### config.mk
export PLATFORM = sky130hd
export DESIGN_NAME = fpa_div_steps
export DESIGN_NICKNAME = d
export VERILOG_FILES = /design/src/rtl/fpa_pkg.sv /design/src/rtl/fpa_div_steps.sv
export SDC_FILE = /design/constraint.sdc
export NUM_CORES = 1
export LEC_CHECK = 0
export BUFFER_PORTS_ARGS = -buffer_cell sky130_fd_sc_hd__buf_2
export CAP_MARGIN = 0
export CORE_ASPECT_RATIO = 0.7
export CORE_MARGIN = 1
export CORE_UTILIZATION = 50
export DETAILED_ROUTE_END_ITERATION = 10
export PLACE_DENSITY_LB_ADDON = 0.3
export SLEW_MARGIN = 10
export SYNTH_ARGS = -nofsm -noshare
export SYNTH_HDL_FRONTEND = slang
export SYNTH_SLANG_ARGS = --single-unit
### constraint.sdc
create_clock -name vclk -period 31.3
set_clock_uncertainty 0.1 [all_clocks]
set_input_delay 6.26 -clock vclk [all_inputs]
set_output_delay 6.26 -clock vclk [all_outputs]
set_load 0.01 [all_outputs]
### src/rtl/fpa_pkg.sv
// Shared types and constants for the Q24.8 arithmetic unit.
// No dependencies.
`default_nettype none

package fpa_pkg;

  localparam int unsigned FRAC_BITS       = 8;
  localparam int unsigned DW              = 32;
  localparam int unsigned STEPS_PER_STAGE = 5;
  localparam int unsigned NUM_W           = DW + FRAC_BITS;
  localparam int unsigned DIV_STAGES      = (NUM_W + STEPS_PER_STAGE - 1) / STEPS_PER_STAGE;
  localparam int unsigned QW              = DIV_STAGES * STEPS_PER_STAGE;
  localparam int unsigned NUM_STAGES      = DIV_STAGES + 2;
  localparam int unsigned OVL_W           = DW + QW;

  typedef enum logic [3:0] {
    OP_ADD        = 4'd0,
    OP_SUB        = 4'd1,
    OP_MUL        = 4'd2,
    OP_DIV        = 4'd3,
    OP_GT         = 4'd4,
    OP_LT         = 4'd5,
    OP_GE         = 4'd6,
    OP_LE         = 4'd7,
    OP_EQ         = 4'd8,
    OP_NE         = 4'd9,
    OP_FROM_INT   = 4'd10,
    OP_FROM_FLOAT = 4'd11,
    OP_TO_FLOAT   = 4'd12,
    OP_TO_INT     = 4'd13
  } op_e;

  typedef struct packed {
    logic [3:0]        req_type;
    logic signed [31:0] operand_a;
    logic signed [31:0] operand_b;
  } fpa_req_t;

  typedef struct packed {
    logic signed [31:0] result_value;
    logic               divide_by_zero;
  } fpa_rsp_t;

  // Per-stage word. rem/num hold the divider state, the raw product for
  // multiply, or magnitude and MSB index for fixed-to-float.
  typedef struct packed {
    logic [3:0]    op;
    logic          neg;
    logic          dz;
    logic [DW-1:0] dvs;
    logic [DW-1:0] rem;
    logic [QW-1:0] num;
    logic [DW-1:0] res;
  } fpa_st_t;

endpackage

`default_nettype wire

### src/rtl/fpa_div_steps.sv
// One divider stage: a few restoring steps on the quotient/remainder word.
// Depends on fpa_pkg.
`default_nettype none

module fpa_div_steps (
  input  fpa_pkg::fpa_st_t st_i,
  output fpa_pkg::fpa_st_t st_o
);
  import fpa_pkg::*;

  logic [DW:0]   r2;
  logic [DW-1:0] rem;
  logic [QW-1:0] num;

  always_comb begin
    st_o = st_i;
    rem  = st_i.rem;
    num  = st_i.num;
    r2   = '0;
    if (st_i.op == OP_DIV) begin
      for (int i = 0; i < STEPS_PER_STAGE; i++) begin
        r2  = {rem, num[QW-1]};
        num = {num[QW-2:0], 1'b0};
        if (r2 >= {1'b0, st_i.dvs}) begin
          r2     = r2 - {1'b0, st_i.dvs};
          num[0] = 1'b1;
        end
        rem = r2[DW-1:0];
      end
      st_o.rem = rem;
      st_o.num = num;
    end
  end

endmodule

`default_nettype wire

# Yosys cells after proc, flatten, opt, wreduce, memory -nomap -nowiden

Cells that the tools add are included.

Input bits: 142
Output and inout port bits: 142
Register bits after elaboration: 0

Order comparisons: 5
Equality and inequality tests: 1
Add/sub/neg operators: 5
Multiplexer cells: 15

Operators with widths:

| cell                                           | count |
|---|---|
| two-way mux 32 bit                             | 9 |
| >= comparator 33 x 32 -> 1 bit                 | 5 |
| subtractor 32 bit                              | 5 |
| two-way mux 72 bit                             | 1 |
| two-way mux 1 bit                              | 5 |
| == test 4 x 2 -> 1 bit (second input constant) | 1 |

# Logic depth before layout (Yosys ltp)

Depth in word-level cells: 15
Depth in mapped cells: 69
Depth with buffers taken out: 61

# Least setup slack after synthesis

Ideal clock, no wire load.

Path type: input-to-output
Start: input st_i[112] (netlist name)
End: output st_o[100] (netlist name)
Arrival time: 19.578 ns
Buffers on the path: 11
Path slack: 5.362 ns
Cell stages on the path: 62
Cells stage by stage: inv_1 ha_1 clkbuf_1 a21o_1 a221oi_1 and3_1 o21a_1 clkbuf_1 clkbuf_1 o21ai_0 ha_1 a21o_1 or3_1 o22a_1 a2111o_1 a31o_1 a22o_1 or3b_1 [26 not listed] clkbuf_1 clkbuf_1 mux2_2 ha_1 a21o_1 a21oi_1 o21ai_0 or2_2 a31o_2 a31oi_1 a21oi_1 nor2b_1 o21ai_0 a31o_1 buf_6 buf_6 mux2i_1 a21oi_1

RTL lines:

| element            | line               | RTL |
|---|---|---|
| start: declaration | fpa_div_steps.sv:6 | `input fpa_pkg::fpa_st_t st_i,` |
| end: declaration   | fpa_div_steps.sv:7 | `output fpa_pkg::fpa_st_t st_o` |

==> results.sh <==
export IMPL_ys_warnings_count=0
export IMPL_areaGrowthSynthToFinish_pct=7.13
export IMPL_grt_use_total_pct=33.7
export IMPL_gp_congestion=0.985
export IMPL_avgSynthCellArea_sq_um=6.80
export IMPL_nFillCells=2156
export IMPL_overflow=0
export IMPL_start_util_pct=51.3
export IMPL_status="finished, final reports clean"
export IMPL_ff_latch_area_sq_um=0
export IMPL_grt_pass1_vias=11140
export IMPL_crit_path_start_kind="input pin"
export IMPL_hold_depth=0
export IMPL_drive_above_1_share_pct=18.2
export IMPL_path_class="input pin to output port"
export IMPL_drc=0
export IMPL_vias_per_cell=6.32
export IMPL_ant_nets=0
export IMPL_synth_cells=1648
export IMPL_synth_distinct_cells=72
export IMPL_setup_tns_ns=0
export IMPL_synth_top_area_share_pct=17.9
export IMPL_syn_area_sq_um=11200
export IMPL_cp_required_ns=24.94
export IMPL_finalHoldViolations=0
export IMPL_slew_viol_final=0
export IMPL_wirelength_microns=40600
export IMPL_period_minus_slack_ns=30.35
export IMPL_worstPathMaxFanout=30
export IMPL_min_period_over_period_pct=97.0
export IMPL_grt_max_degree=69
export IMPL_place_hpwl_microns=34400
export IMPL_io_pins=284
export IMPL_crit_start="st_i[108]"
export IMPL_nFlopsAndLatches=0
export IMPL_cp_arrival_ns=23.99
export IMPL_cts_setup_buffers=0
export IMPL_end_kind="output port"
export IMPL_min_from="st_i[0]"
export IMPL_nets=2063
export IMPL_finalSetupViolations=0
export IMPL_grt_pass1_wl_microns=61900
export IMPL_hold_path_class="input pin to output port"
export IMPL_hold_end="st_o[0]"
export IMPL_die_h_microns=127
export IMPL_multi_input_area_sq_um=10200
export IMPL_core_rowCount=45
export IMPL_drt_iter0_markers=1359
export IMPL_dieArea_sq_um=23000
export IMPL_post_cts_resized=0
export IMPL_seq_area_frac_synth_pct=0
export IMPL_slowest_stage="o21a_1"
export IMPL_clock_buffers=0
export IMPL_core_sq_um=21800
export IMPL_mostFrequentLayoutCell="nand2_1"
export IMPL_fmax_ghz=0.0329
export IMPL_rsz0062_at_grt="false"
export IMPL_vias=12907
export IMPL_synth_largest_area_cell="ha_1"
export IMPL_io_buffers=216
export IMPL_critical_path_max_stage_delay_ns=0.95
export IMPL_ys_top_cells_by_area="ha_1 18%, nand2_1 7.6%, a21oi_1 7.3%, mux2_2 7.0%, xnor2_1 6.8%"
export IMPL_antenna_found_initial=6
export IMPL_most_common_layout_cells="226 x nand2_1, 216 x buf_2, 164 x a21oi_1, 160 x ha_1, 108 x nor2_1"
export IMPL_worst_pin_slew_ns=1.16
export IMPL_syn_num_nets=1955
export IMPL_slew_headroom_pct=22.9
export IMPL_max_cap_viol_count=0
export IMPL_first_pass_iters=5
export IMPL_holdBufCountCts=0
export IMPL_routedWlPerCell_microns=19.9
export IMPL_die_w_microns=181
## final cells by class
class / instances / area share [%]
multi-input combinational: 1454 / 85.1
timing repair buffer: 224 / 9.50
inverter: 76 / 2.37
antenna: 5 / 0.104
tap: 282 / 2.94
## cells by family (layout without fill, tap and decap cells)
| group | Yosys count | after routing | share of synthesized area [%] |
|---|---|---|---|
| simple gates | 528 | 528 | 21.9 |
| mux | 109 | 109 | 10.5 |
| buf+inv | 194 | 300 | 9.15 |
| other cells | 0 | 5 | 0 |
| fa+ha+maj | 165 | 165 | 18.7 |
| compound gates | 520 | 520 | 29.4 |
| xor+xnor | 132 | 132 | 10.3 |
## worst max path at each step
stage                            to  slack (ns)
after floorplan           st_o[100]        5.36
after global placement     st_o[74]        1.66
after detailed placement   st_o[75]        1.54
after CTS                  st_o[75]        1.49
after global routing       st_o[85]        0.32
final                      st_o[75]        0.95
## critical path: cells and delay by family
kind                       cells  cell delay [ns]
AOI/OAI and AO/OA             30             9.90
adders and majority gates      5             1.76
buffers and inverters          6             1.38
muxes                          3             0.99
and+or+nand+nor               13             3.59
## routing by layer
layer  vias to the layer above  GRT usage [%]  routed length (microns)
met3                        57           4.16                     4170
met4                         2           7.63                      918
met5                         -              0                       13
li1                       6186              -                        -
met2                       737           50.9                    16600
met1                      5925           50.4                    18900
## through the flow
step           instances  setup WS [ns]  util (%)  hold slack [ns]  cell area, sq um
3_3_place_gp        2036           1.66      54.9            12.42             12000
4_1_cts             2036           1.49      54.9            12.42             12000
3_5_place_dp        2036           1.54      54.9            12.42             12000
6_report            2041          0.950      55.0            12.42             12000
5_1_grt             2039          0.319      55.0            12.42             12000
2_1_floorplan       1648           5.36         -            12.51             11200
## synthesized netlist by cell type, types with 12 or more instances
| cell type | n |
|---|---|
| nand2_1 | 226 |
| a21oi_1 | 164 |
| ha_1 | 160 |
| nor2_1 | 108 |
| o21ai_0 | 100 |
| xnor2_1 | 87 |
| inv_1 | 76 |
| buf_4 | 70 |
| mux2_2 | 70 |
| a21o_1 | 51 |
| xor2_1 | 45 |
| clkbuf_1 | 40 |
| mux2i_1 | 39 |
| o21a_1 | 27 |
| nand3_1 | 25 |
| nor3_1 | 25 |
| o21ai_1 | 25 |
| nand2b_1 | 23 |
| nand4_1 | 22 |
| and3_1 | 21 |
| o21bai_1 | 20 |
| nor2b_1 | 16 |
| a31oi_1 | 14 |
| o211ai_1 | 14 |
| and2_1 | 12 |
| or3_1 | 12 |
Power is left out: the tool's default activity adds up to more than one toggle a clock period on the data nets, which glitch-free logic cannot reach.
