<file path="config.mk">
export PLATFORM = sky130hd
export DESIGN_NAME = fpa_pack
export DESIGN_NICKNAME = d
export VERILOG_FILES = /design/src/rtl/fpa_pkg.sv /design/src/rtl/fpa_pack.sv
export SDC_FILE = /design/constraint.sdc
export NUM_CORES = 1
export LEC_CHECK = 0
export BUFFER_PORTS_ARGS = -buffer_cell sky130_fd_sc_hd__buf_2
export CORE_AREA = 2 2 109 111
export DETAILED_ROUTE_END_ITERATION = 7
export DIE_AREA = 0 0 111 113
export PLACE_DENSITY = 0.72
export SYNTH_ARGS = -nofsm -noshare
export SYNTH_HDL_FRONTEND = slang
export SYNTH_SLANG_ARGS = --single-unit
</file>
<file path="constraint.sdc">
create_clock -name vclk -period 10.4
set_input_delay 2.08 -clock vclk [all_inputs]
set_output_delay 2.08 -clock vclk [all_outputs]
set_load 0.005 [all_outputs]
</file>
<file path="src/rtl/fpa_pkg.sv">
// Shared types and constants for the Q24.8 arithmetic unit.
// No dependencies.
`default_nettype none

package fpa_pkg;

  localparam int unsigned FRAC_BITS       = 8;
  localparam int unsigned DW              = 32;
  localparam int unsigned STEPS_PER_STAGE = 5;
  localparam int unsigned NUM_W           = DW + FRAC_BITS;
  localparam int unsigned DIV_STAGES      = (NUM_W + STEPS_PER_STAGE - 1) / STEPS_PER_STAGE;
  localparam int unsigned QW              = DIV_STAGES * STEPS_PER_STAGE;
  localparam int unsigned NUM_STAGES      = DIV_STAGES + 2;
  localparam int unsigned OVL_W           = DW + QW;

  typedef enum logic [3:0] {
    OP_ADD        = 4'd0,
    OP_SUB        = 4'd1,
    OP_MUL        = 4'd2,
    OP_DIV        = 4'd3,
    OP_GT         = 4'd4,
    OP_LT         = 4'd5,
    OP_GE         = 4'd6,
    OP_LE         = 4'd7,
    OP_EQ         = 4'd8,
    OP_NE         = 4'd9,
    OP_FROM_INT   = 4'd10,
    OP_FROM_FLOAT = 4'd11,
    OP_TO_FLOAT   = 4'd12,
    OP_TO_INT     = 4'd13
  } op_e;

  typedef struct packed {
    logic [3:0]        req_type;
    logic signed [31:0] operand_a;
    logic signed [31:0] operand_b;
  } fpa_req_t;

  typedef struct packed {
    logic signed [31:0] result_value;
    logic               divide_by_zero;
  } fpa_rsp_t;

  // Per-stage word. rem/num hold the divider state, the raw product for
  // multiply, or magnitude and MSB index for fixed-to-float.
  typedef struct packed {
    logic [3:0]    op;
    logic          neg;
    logic          dz;
    logic [DW-1:0] dvs;
    logic [DW-1:0] rem;
    logic [QW-1:0] num;
    logic [DW-1:0] res;
  } fpa_st_t;

endpackage

`default_nettype wire

</file>
<file path="src/rtl/fpa_pack.sv">
// Second stage logic: product rescale and fixed-to-float round and pack.
// Depends on fpa_pkg.
`default_nettype none

module fpa_pack (
  input  fpa_pkg::fpa_st_t st_i,
  output fpa_pkg::fpa_st_t st_o
);
  import fpa_pkg::*;

  logic [OVL_W-1:0] ovl;
  logic [DW-1:0]    mag, norm;
  logic [4:0]       p;
  logic [23:0]      keep;
  logic             up;
  logic [24:0]      sum;
  logic [8:0]       expo;

  always_comb begin
    st_o = st_i;
    ovl  = {st_i.rem, st_i.num};
    mag  = st_i.num[DW-1:0];
    p    = st_i.rem[4:0];
    // Normalize MSB to bit 31, then round to nearest even on 24 bits.
    norm = mag << (5'd31 - p);
    keep = norm[31:8];
    up   = norm[7] & ((|norm[6:0]) | keep[0]);
    sum  = {1'b0, keep} + 25'(up);
    expo = 9'(p) + 9'(127 - FRAC_BITS) + 9'(sum[24]);
    if (st_i.op == OP_MUL) begin
      st_o.res = ovl[FRAC_BITS+DW-1:FRAC_BITS];
    end
    if (st_i.op == OP_TO_FLOAT) begin
      st_o.res = (mag == '0) ? '0
               : {st_i.neg, expo[7:0], (sum[24] ? 23'd0 : sum[22:0])};
    end
  end

endmodule

`default_nettype wire

</file>
## After elaboration in Yosys (flattened, before gate mapping)

Index checks and enable logic that the tools add are counted.

- Reductions and logical operators: 2
- Order comparisons: 0
- $add $sub $neg: 4
- Multipliers: 0
- Divide/modulo/power cells: 0
- Equal/unequal tests: 2
- Shift operators: 1
- Muxes and demuxes: 4
- Bitwise operators: 2

Operators by type and width:

| kind | number |
|---|---|
| 2-to-1 mux 32 bit | 3 |
| zero test 32 bit | 1 |
| left shift 32 x 5 -> 32 bit | 1 |
| adder 24 x 1 -> 25 bit | 1 |
| 2-to-1 mux 23 bit | 1 |
| adder 5 x 7 -> 8 bit, second input constant | 1 |
| adder 8 x 1 -> 8 bit | 1 |
| OR reduction 7 bit | 1 |
| subtractor 5 bit, first input constant | 1 |
| equality test 4 x 2 -> 1 bit, second input constant | 1 |
| equality test 4 bit, second input constant | 1 |
| bitwise AND 1 bit | 1 |
| OR 1 bit | 1 |

- Logic and storage cells: 15
- Output and inout bits: 142
- Latch bits: 0
- Bits in writable memories: 0
- Bits in read-only memories: 0
- Register bits: 0
- Memories kept: 0

## Depth between registers and ports, before layout

- Depth after elaboration: 9
- Mapped depth: 17

## Worst setup path after synthesis

OpenSTA, ideal clock, no wires.

- Path type: in2out
- Start point: input port st_i[75] (netlist name)
- End point: output port st_o[27] (netlist name)
- Required time: 8.320 ns
- Arrival: 4.686 ns
- Stages: 12
- Path buffers: 2
- Path slack: 3.634 ns
- Cells stage by stage: buf_6 inv_1 clkbuf_1 mux4_2 mux4_2 nor4b_4 nand2_1 ha_1 nand2_1 nand2_1 xnor2_1 o22ai_1

RTL lines:

| what | RTL line | text |
|---|---|---|
| from (decl) | fpa_pack.sv:6 | `input fpa_pkg::fpa_st_t st_i,` |
| to (decl) | fpa_pack.sv:7 | `output fpa_pkg::fpa_st_t st_o` |

==> impl_metrics.yaml <==
placed_design:
  dpl_worst_slack_ns: 2.15
  dp_hpwl_um: 13300
  place_congestion: 0.980
  place.port_buffers: 164
  dp.cells: 692
timing:
  timing.fmax_mhz: 121
  period_minus_slack_ns: 8.28
  setup_tns_ns: 0
  max_slew_margin_pct: 25.6
  slew_violations: 0
  setup_viol: 0
  hold_viol: 0
  hold_slack_ns: 4.16
  worst_slew_pin_slew_ns: 1.12
  finalCritPeriodShare_pct: 79.6
  rsz0062_at_grt: "no"
  setup_slack_ns: 2.12
layout:
  antenna_cells: 0
  drive_gt1_share_pct: 44.3
  seq_area_um2: 0
  seq_cell_count: 0
  area_delta_synth_final_pct: -0.521
  nClkBuffers: 0
  final_nets: 696
  instances_no_fill: 692
setup_path:
  crit_path_max_fanout: 43
  cp-end-kind: "primary output"
  cp.required_ns: 8.32
  crit_type: "input port to primary output"
  critPathArrivalTime_ns: 6.20
  worstSetupStartpointType: "input port"
yosys:
  ys_seq_area_share_pct: 0
  syn-num-nets: 669
  synth.area.top_cells: "buf_4, mux4_2, mux2i_1"
  yosysMostFrequentCell: "buf_4"
  syn_area_per_cell_um2: 8.71
  ys_types: 73
  synth_top_area_share_pct: 18.7
  netlist_instances: 524
  ys_warn_count: 0
  yosys-top-cells-count: "buf_4, mux2i_1, nand2_1, mux4_2"
  synth_top_cell_by_area: "buf_4"
  synth_area_um2: 4570
clock_tree:
  ctsResizeCount: 0
  cts_hold_buf: 0
  postCtsSetupRepairBufs: 0
hold_path:
  whs_path_depth: 0
  min_to: "st_o[116]"
  min_from: "st_i[116]"
  hold_path_class: "input port to primary output"
global_routing:
  grt_usage_pct: 25.5
  antenna_found_initial: 0
  grt_overflow_total: 0
  grt_pass1_wl_um: 25600
  grt_max_degree: 48
  grt_pass1_vias: 4149
drt:
  vias_per_cell: 6.56
  drtIter0Drc: 521
  routedWlPerCell_um: 24.5
  dr.pass1.iters: 5
  drc_errors: 0
  vias: 4539
  drt_wl_total_um: 16900
  ant_nets: 0
die:
  core_um2: 11300
  row_count: 39
  ioPinCount: 284
  start_util_pct: 40.5
  dieHeight_um: 113
  die_w_um: 111
  dieArea_um2: 12500
flow_run:
  drv_cap: 0
power_and_ir_drop:
  irDropWorstVdd_uv: 43.0
  power.leakage_nw: 1.86
  p_total_mw: 0.225
  powerDensity_nw_per_um2: 49.6
run_status:
  outcome: "completed"
-- worst max-delay path, stage by stage --
cell and delay, ns:
buf_2 0.82, buf_4 0.42, mux2_2 0.39, mux4_2 0.49, a21oi_1 0.38, o31ai_1 0.26
or2b_1 0.26, nor4_4 0.05, a21o_1 0.45, o32ai_1 0.39, buf_2 0.17
-- layout by cell type, fill, tap and decap left out, drive strengths merged, types with 3 or more instances in the layout --
| cell type | netlist | final |
|---|---|---|
| buf | 132 | 170 |
| mux2i | 58 | 58 |
| mux4 | 38 | 38 |
| nand2 | 34 | 34 |
| o22ai | 27 | 27 |
| nor2 | 21 | 21 |
| mux2 | 18 | 18 |
| nor4 | 15 | 15 |
| o21ai | 12 | 12 |
| a21oi | 11 | 11 |
| xor2 | 10 | 10 |
| xnor2 | 8 | 8 |
| inv | 7 | 7 |
| and2 | 7 | 7 |
| a22o | 7 | 7 |
| a211oi | 6 | 6 |
| o32ai | 6 | 6 |
| nor3 | 6 | 6 |
| nor2b | 5 | 5 |
| and3 | 5 | 5 |
| nand3 | 5 | 5 |
| nor3b | 5 | 5 |
| nand4 | 5 | 5 |
| nand2b | 4 | 4 |
| o211ai | 4 | 4 |
| and3b | 4 | 4 |
| a22oi | 4 | 4 |
| a21boi | 4 | 4 |
| a21o | 4 | 4 |
| ha | 3 | 3 |
| nor4b | 3 | 3 |
-- layout make-up --
type / instances / area [um2]
fillers: 1158 / 6730
multi-input cells: 370 / 3460
repair buffers: 170 / 866
well taps: 143 / 179
inverters: 9 / 33.8
-- through the flow --
stage          area (um2)  util, %
2_1_floorplan        4570        -
3_3_place_gp         4540     40.3
3_5_place_dp         4540     40.3
4_1_cts              4540     40.3
5_1_grt              4540     40.3
6_report             4540     40.3
-- kinds of logic after synthesis --
logic type	Yosys count	synth area share (%)
AOI/OAI and AO/OA	106	18.1
xor gates and xnor gates	18	3.45
adders and majority gates	3	0.822
buffers and inverters	154	24.4
muxes	114	36.6
and+or+nand+nor	129	16.7
-- per-layer routing --
layer  wire length [um]  track usage [%]
met1               7110             35.8
met2               7710             41.2
met3               1680             4.50
met4                436             5.83
met5                  0                0
-- where the power goes --
group          switching [mW]  internal, mW  total (mW)
Clock                       0             0           0
Sequential                  0             0           0
Combinational           0.128        0.0975       0.225
-- how the worst max path moves through the flow --
stage               endpoint  slack, ns      from
floorplan           st_o[27]       3.63  st_i[75]
global placement     st_o[5]       2.20  st_i[72]
CTS                 st_o[15]       2.13  st_i[72]
detailed placement  st_o[15]       2.15  st_i[72]
global route        st_o[16]       1.81  st_i[72]
finish              st_o[15]       2.12  st_i[72]
Note: power is estimated with default switching activity, not from simulation.
