$ cat config.mk
export PLATFORM = sky130hd
export DESIGN_NAME = fpa_front
export DESIGN_NICKNAME = d
export VERILOG_FILES = /design/src/rtl/fpa_pkg.sv /design/src/rtl/fpa_front.sv
export SDC_FILE = /design/constraint.sdc
export NUM_CORES = 2
export LEC_CHECK = 0
export ABC_AREA = 1
export BUFFER_PORTS_ARGS = -buffer_cell sky130_fd_sc_hd__buf_2
export CORE_UTILIZATION = 34
export DETAILED_ROUTE_END_ITERATION = 10
export SETUP_SLACK_MARGIN = 0.5
export SLEW_MARGIN = 20
export SYNTH_ARGS = -nofsm -noshare
export SYNTH_HDL_FRONTEND = slang
export SYNTH_SLANG_ARGS = --single-unit
$ cat constraint.sdc
create_clock -name vclk -period 17.6
set_clock_uncertainty 0.05 [all_clocks]
set_input_delay 3.52 -clock vclk [all_inputs]
set_output_delay 3.52 -clock vclk [all_outputs]
set_load 0.01 [all_outputs]
$ cat src/rtl/fpa_pkg.sv
// Shared types and constants for the Q24.8 arithmetic unit.
// No dependencies.
`default_nettype none

package fpa_pkg;

  localparam int unsigned FRAC_BITS       = 8;
  localparam int unsigned DW              = 32;
  localparam int unsigned STEPS_PER_STAGE = 5;
  localparam int unsigned NUM_W           = DW + FRAC_BITS;
  localparam int unsigned DIV_STAGES      = (NUM_W + STEPS_PER_STAGE - 1) / STEPS_PER_STAGE;
  localparam int unsigned QW              = DIV_STAGES * STEPS_PER_STAGE;
  localparam int unsigned NUM_STAGES      = DIV_STAGES + 2;
  localparam int unsigned OVL_W           = DW + QW;

  typedef enum logic [3:0] {
    OP_ADD        = 4'd0,
    OP_SUB        = 4'd1,
    OP_MUL        = 4'd2,
    OP_DIV        = 4'd3,
    OP_GT         = 4'd4,
    OP_LT         = 4'd5,
    OP_GE         = 4'd6,
    OP_LE         = 4'd7,
    OP_EQ         = 4'd8,
    OP_NE         = 4'd9,
    OP_FROM_INT   = 4'd10,
    OP_FROM_FLOAT = 4'd11,
    OP_TO_FLOAT   = 4'd12,
    OP_TO_INT     = 4'd13
  } op_e;

  typedef struct packed {
    logic [3:0]        req_type;
    logic signed [31:0] operand_a;
    logic signed [31:0] operand_b;
  } fpa_req_t;

  typedef struct packed {
    logic signed [31:0] result_value;
    logic               divide_by_zero;
  } fpa_rsp_t;

  // Per-stage word. rem/num hold the divider state, the raw product for
  // multiply, or magnitude and MSB index for fixed-to-float.
  typedef struct packed {
    logic [3:0]    op;
    logic          neg;
    logic          dz;
    logic [DW-1:0] dvs;
    logic [DW-1:0] rem;
    logic [QW-1:0] num;
    logic [DW-1:0] res;
  } fpa_st_t;

endpackage

`default_nettype wire

$ cat src/rtl/fpa_front.sv
// First stage logic: decode, simple ops, multiply, divider setup.
// Depends on fpa_pkg.
`default_nettype none

module fpa_front (
  input  fpa_pkg::fpa_req_t req_i,
  output fpa_pkg::fpa_st_t  st_o
);
  import fpa_pkg::*;

  logic [DW-1:0]      a_u, b_u, abs_a, abs_b, f2x;
  logic signed [63:0] prod;
  logic [4:0]         msb;
  logic               sgn;
  logic [7:0]         ex;
  logic [22:0]        fr;
  logic [63:0]        m64, mag;
  logic signed [9:0]  sh;
  logic [4:0]         rsh;

  assign a_u   = req_i.operand_a;
  assign b_u   = req_i.operand_b;
  assign abs_a = req_i.operand_a[31] ? (~a_u + DW'(1)) : a_u;
  assign abs_b = req_i.operand_b[31] ? (~b_u + DW'(1)) : b_u;
  assign prod  = req_i.operand_a * req_i.operand_b;

  always_comb begin
    msb = '0;
    for (int i = 0; i < DW; i++) begin
      if (abs_a[i]) msb = 5'(i);
    end
  end

  // Float bits to fixed, rounding half away from zero.
  always_comb begin
    sgn = a_u[31];
    ex  = a_u[30:23];
    fr  = a_u[22:0];
    m64 = {40'd0, 1'b1, fr};
    sh  = $signed({2'b00, ex}) - 10'sd150 + $signed(10'(FRAC_BITS));
    rsh = '0;
    mag = '0;
    if (sh > 10'sd40) begin
      mag = 64'h1_0000_0000;
    end else if (sh >= 10'sd0) begin
      mag = m64 << sh[5:0];
    end else if (sh < -10'sd25) begin
      mag = '0;
    end else begin
      rsh = 5'(-sh);
      mag = (m64 + (64'd1 << (rsh - 5'd1))) >> rsh;
    end
    if (ex == 8'hFF) begin
      f2x = (fr != '0) ? '0 : (sgn ? 32'h8000_0000 : 32'h7FFF_FFFF);
    end else if (ex == 8'h00) begin
      f2x = '0;
    end else if (sgn) begin
      f2x = (mag >= 64'h8000_0000) ? 32'h8000_0000 : DW'(64'd0 - mag);
    end else begin
      f2x = (mag > 64'h7FFF_FFFF) ? 32'h7FFF_FFFF : mag[DW-1:0];
    end
  end

  always_comb begin
    st_o    = '0;
    st_o.op = req_i.req_type;
    unique case (op_e'(req_i.req_type))
      OP_ADD:        st_o.res = a_u + b_u;
      OP_SUB:        st_o.res = a_u - b_u;
      OP_MUL:        {st_o.rem, st_o.num} = OVL_W'($unsigned(prod));
      OP_DIV: begin
        st_o.neg = req_i.operand_a[31] ^ req_i.operand_b[31];
        st_o.dz  = (b_u == '0);
        st_o.dvs = abs_b;
        st_o.num = QW'({abs_a, {FRAC_BITS{1'b0}}});
      end
      OP_GT:         st_o.res = {{(DW-1){1'b0}}, req_i.operand_a >  req_i.operand_b};
      OP_LT:         st_o.res = {{(DW-1){1'b0}}, req_i.operand_a <  req_i.operand_b};
      OP_GE:         st_o.res = {{(DW-1){1'b0}}, req_i.operand_a >= req_i.operand_b};
      OP_LE:         st_o.res = {{(DW-1){1'b0}}, req_i.operand_a <= req_i.operand_b};
      OP_EQ:         st_o.res = {{(DW-1){1'b0}}, req_i.operand_a == req_i.operand_b};
      OP_NE:         st_o.res = {{(DW-1){1'b0}}, req_i.operand_a != req_i.operand_b};
      OP_FROM_INT:   st_o.res = a_u << FRAC_BITS;
      OP_FROM_FLOAT: st_o.res = f2x;
      OP_TO_FLOAT: begin
        st_o.neg = req_i.operand_a[31];
        st_o.num = QW'(abs_a);
        st_o.rem = DW'(msb);
      end
      OP_TO_INT:     st_o.res = $unsigned(req_i.operand_a >>> FRAC_BITS);
      default: ;
    endcase
  end

endmodule

`default_nettype wire

== After elaboration in Yosys (flattened, before gate mapping) ==
Cells that the tools add are included.

* Bits in registers: 0
* Latch bits: 0
* Bits in writable memories: 0
* ROM bits: 0
* Word-level logic and storage cells: 94
* Memories: 0

* $add $sub $neg: 10
* Multipliers: 1
* Divide/modulo/power cells: 0
* $lt $le $gt $ge: 9
* Equal/unequal tests: 16
* Shifts and indexed selects: 3
* Multiplexer cells: 48
* Bitwise logic cells: 3
* Reduce and logical (&&, ||, !) cells: 4

{| class="wikitable"
|+ Operators by type and width
! cell !! number
|-
| $pmux 32 s11 || 1
|-
| $mux 32 || 9
|-
| $mux 64 || 3
|-
| $mux 5 || 28
|-
| $pmux 40 s3 || 1
|-
| $add 24x64->64 || 1
|-
| $add 32x1->32 const B || 2
|-
| $ge 64x32->1 const B || 1
|-
| $gt 64x31->1 const B || 1
|-
| $mul 32x32->64 || 1
|-
| $not 32->32 || 2
|-
| $shl 1x5->64 const A || 1
|-
| $shl 24x6->64 || 1
|-
| $shr 64x5->64 || 1
|-
| $pmux 24 s2 || 1
|-
| $mux 33 || 1
|-
| $add 32x32->32 || 1
|-
| $eq 32x32->1 || 1
|-
| $ge 32x32->1 || 1
|-
| $gt 32x32->1 || 1
|-
| $le 32x32->1 || 1
|-
| $logic_not 32->1 || 1
|-
| $lt 32x32->1 || 1
|-
| $ne 32x32->1 || 1
|-
| other kinds (21) || 31
|}

== Logic depth before layout (Yosys ltp) ==
* Depth after elaboration: 35
* Mapped depth: 52
* Gate-level depth less buffers: 48

== Least setup slack after synthesis ==
No wires, ideal clock.

* Path type: in2out
* From: in req_i[63] (netlist bit)
* To: out st_o[92] (netlist bit)
* Data arrival time: 11938 ps
* Data required time: 14030 ps
* Setup slack: 2092 ps
* Cell stages on the path: 28
* Buffers on the path: 6
* Cell sequence: clkbuf_1 > clkbuf_1 > clkbuf_1 > clkbuf_1 > buf_4 > clkbuf_1 > nand2_1 > inv_1 > fa_1 > fa_1 > fa_1 > fa_1 > fa_1 > inv_1 > fa_1 > fa_1 > fa_1 > inv_1 > ha_1 > a21oi_1 > o21ai_0 > o21bai_1 > a221oi_1 > o31ai_1 > a41oi_1 > o21a_1 > o21ai_0 > a21oi_1

{| class="wikitable"
|+ RTL lines
! what !! RTL line !! RTL
|-
| start: declaration || fpa_front.sv:6 || <nowiki>input fpa_pkg::fpa_req_t req_i,</nowiki>
|-
| end: declaration || fpa_front.sv:7 || <nowiki>output fpa_pkg::fpa_st_t st_o</nowiki>
|}

==> results.txt <==
* Avg Vias per Cell: 5.22
- The number of antenna violations at the first check in global routing was 22.
- Synth-to-Final Area Change: 5.37%
- Along the worst path, the maximum fanout reaches 24.
- The die is 388 um tall.
- Max-cap violations in this run came to 0.
- The mapped netlist covers 50,700 sq um.
- The via count of the first global-routing pass was 48.4k.
* Register area share after synthesis: 0%
- Data on the critical path is required at its endpoint by 14.03 ns.
* Number of primary I/O pins: 210
* Kind of capture point of the worst setup path: output pin
* Warnings, synthesis: 0
- After clock tree synthesis, the repair step resized 0 gates.
- 1st-iter DRT viols: 4,448
- Data arrival time of the critical path: 12.68 ns
- For this run, the detailed router's first-pass iteration total came to 9.
- Residual overflow from global routing: 0
- Wire length of the first global-routing pass: 308,000 um
- The post-route netlist has 6.14% of its cells at a drive strength greater than 1.
- Flip-flop and latch count: 0
* Post-CTS repair timing setup buffer count: 0
- Number of placement rows: 141
- Estimated wirelength of the detail-placed design: 170,000 um
- In this run the tool buffered the top-level ports with 202 buffer cells.
- Routability Congestion: 1.07
* Relative max-transition margin: 22.4%
* Period utilisation layout: 92.3%
- Final critical path time including I/O delays and setup: 16.25 ns
* GRT Resource Usage Total: 27.2%
- The critical path in this run is classified as in -> out.
- At the end of the flow, the number of nets in the layout was 8,620.
* Number of nets with antenna violations after detailed routing: 0
- Average routed wire per standard cell: 22.5 um
- Top-area cell type share of the netlist area: 42.8%
- Transition time of the tightest slew-check pin: 1.15 ns
- Max Clk Rate: 61.5 MHz
- Final wirelength: 205,000 um
- Setup violations remaining at the end of the flow were counted as 0.
- Placeable core area: 148,000 sq um
- By area the synthesized netlist is led by fa_1 (43%), nand2_1 (14%), inv_1 (13%).
- Sorting the synthesized cells by how often they occur yields nand2_1 (1,902), inv_1 (1,796), fa_1 (1,085), nor2_1 (340), a21oi_1 (324).
- The worst hold path belongs to the class in -> out.
- Summed over all failing endpoints, the final setup total negative slack is 0 ns.
* Mean instance size in the synthesized netlist: 6.99 sq um
- The max-slew violation total from the final report came to 0.
- Post-Synthesis Cells: 7,255
- In the finished layout, the clock tree contains a buffer count of 0.
* Largest net degree at the start of global routing: 84
* Area used by sequential logic in the layout: 0 sq um
- The run finished with clean final reports.
- For this run, design rule violations remaining after detail routing come to 0.
- The final route contains 47.6k vias.
- The number of hold-slack violations in the final timing report is 0.
- For this design, the CTS-stage hold fixing added 0 buffers.
- In the post-synthesis netlist, the cell with the most instances is nand2_1.
- Of all cell types, the one taking the most synthesized area is fa_1.
- Yosys mapped the design onto 65 distinct sky130hd cell types.
* Initial core utilization: 34.3%
- Die Area: 151,000 sq um
- The worst setup path is launched from a primary input.
* Floorplan die width: 388 um
* Setup repair after global routing missed its margin: false
[cell usage in the layout (no fill, tap or decap), types with 19 or more instances in the layout]
master / netlist / layout
nand3_1: 270 / 270
buf_2: 32 / 200
fa_1: 1085 / 1085
xnor2_1: 21 / 21
ha_1: 286 / 286
nor4_1: 21 / 21
o21ai_0: 295 / 294
buf_4: 16 / 107
nand2_2: 24 / 24
o21ai_1: 20 / 21
inv_2: 20 / 21
nor2_1: 340 / 338
nand3_2: 21 / 21
o221ai_1: 36 / 36
nor3_1: 50 / 48
inv_1: 1796 / 1795
or2_2: 19 / 19
a21oi_1: 324 / 324
nand2_1: 1902 / 1902
o21a_1: 22 / 22
xor2_1: 73 / 73
nand4_1: 37 / 37
a31oi_1: 23 / 23
[worst paths after layout]
check / start / to / slack (ns) / cells after the start
min: req_i[64] / st_o[138] / 7.27 / 2
max: req_i[9] / st_o[94] / 1.35 / 25
[metal layers]
layer  share of wire (%)  global-route usage, %  wire length (um)  vias up
met2                  44                   42.1             89800     2276
met3                  10                   6.41             21100      404
met1                  41                   36.3             83700    23700
li1                    -                      -                 -    21300
met4                 5.1                   11.2             10500        6
met5               0.020                      0                41        -
[through the flow]
stage               setup slack, ns  util (%)  cell area, sq um  cells  hold slack, ns
floorplan                      2.09         -             50700   7262            7.08
global placement               1.54      36.1             53400   9109            7.27
detailed placement             1.48      36.1             53400   9109            7.27
CTS                            1.44      36.1             53400   9109            7.27
global route                   1.07      36.1             53400   9117            7.28
finish                         1.35      36.1             53400   9122            7.27
[worst max-delay path, stage by stage]
cell	delay, ns
buf_2	0.62
buf_4	0.38
buf_4	0.24
nand2_1	0.13
inv_1	0.19
fa_1	0.58
fa_1	0.85
fa_1	0.47
inv_1	0.47
fa_1	0.57
fa_1	0.59
fa_1	0.46
fa_1	0.48
fa_1	0.52
inv_1	0.04
ha_1	0.33
inv_1	0.11
nor3_1	0.56
nand2_1	0.14
nor4_1	0.42
nand4_1	0.23
o2111ai_1	0.27
o21ai_0	0.14
a21oi_1	0.15
buf_2	0.14
[layout make-up]
type / instances / area (sq um)
multi-input combinational: 5048 / 42300
tap: 1930 / 2410
inverter: 1823 / 6850
antenna: 13 / 32.5
timing repair buffer: 308 / 1820
fill: 15900 / 94400
[cell families (layout without fill, tap and decap cells)]
| logic type | Yosys count | after routing | share of synthesized area [%] |
|---|---|---|---|
| compound gates | 818 | 818 | 9.06 |
| xor+xnor | 94 | 94 | 1.62 |
| fa+ha+maj | 1371 | 1371 | 49.9 |
| buf+inv | 2214 | 2131 | 16.7 |
| mux | 16 | 16 | 0.316 |
| other cells | 1 | 21 | 0.00740 |
| simple gates | 2741 | 2741 | 22.4 |
Power is not shown: default switching activity piles up to over one toggle a cycle in this logic, so the estimate is an artifact.
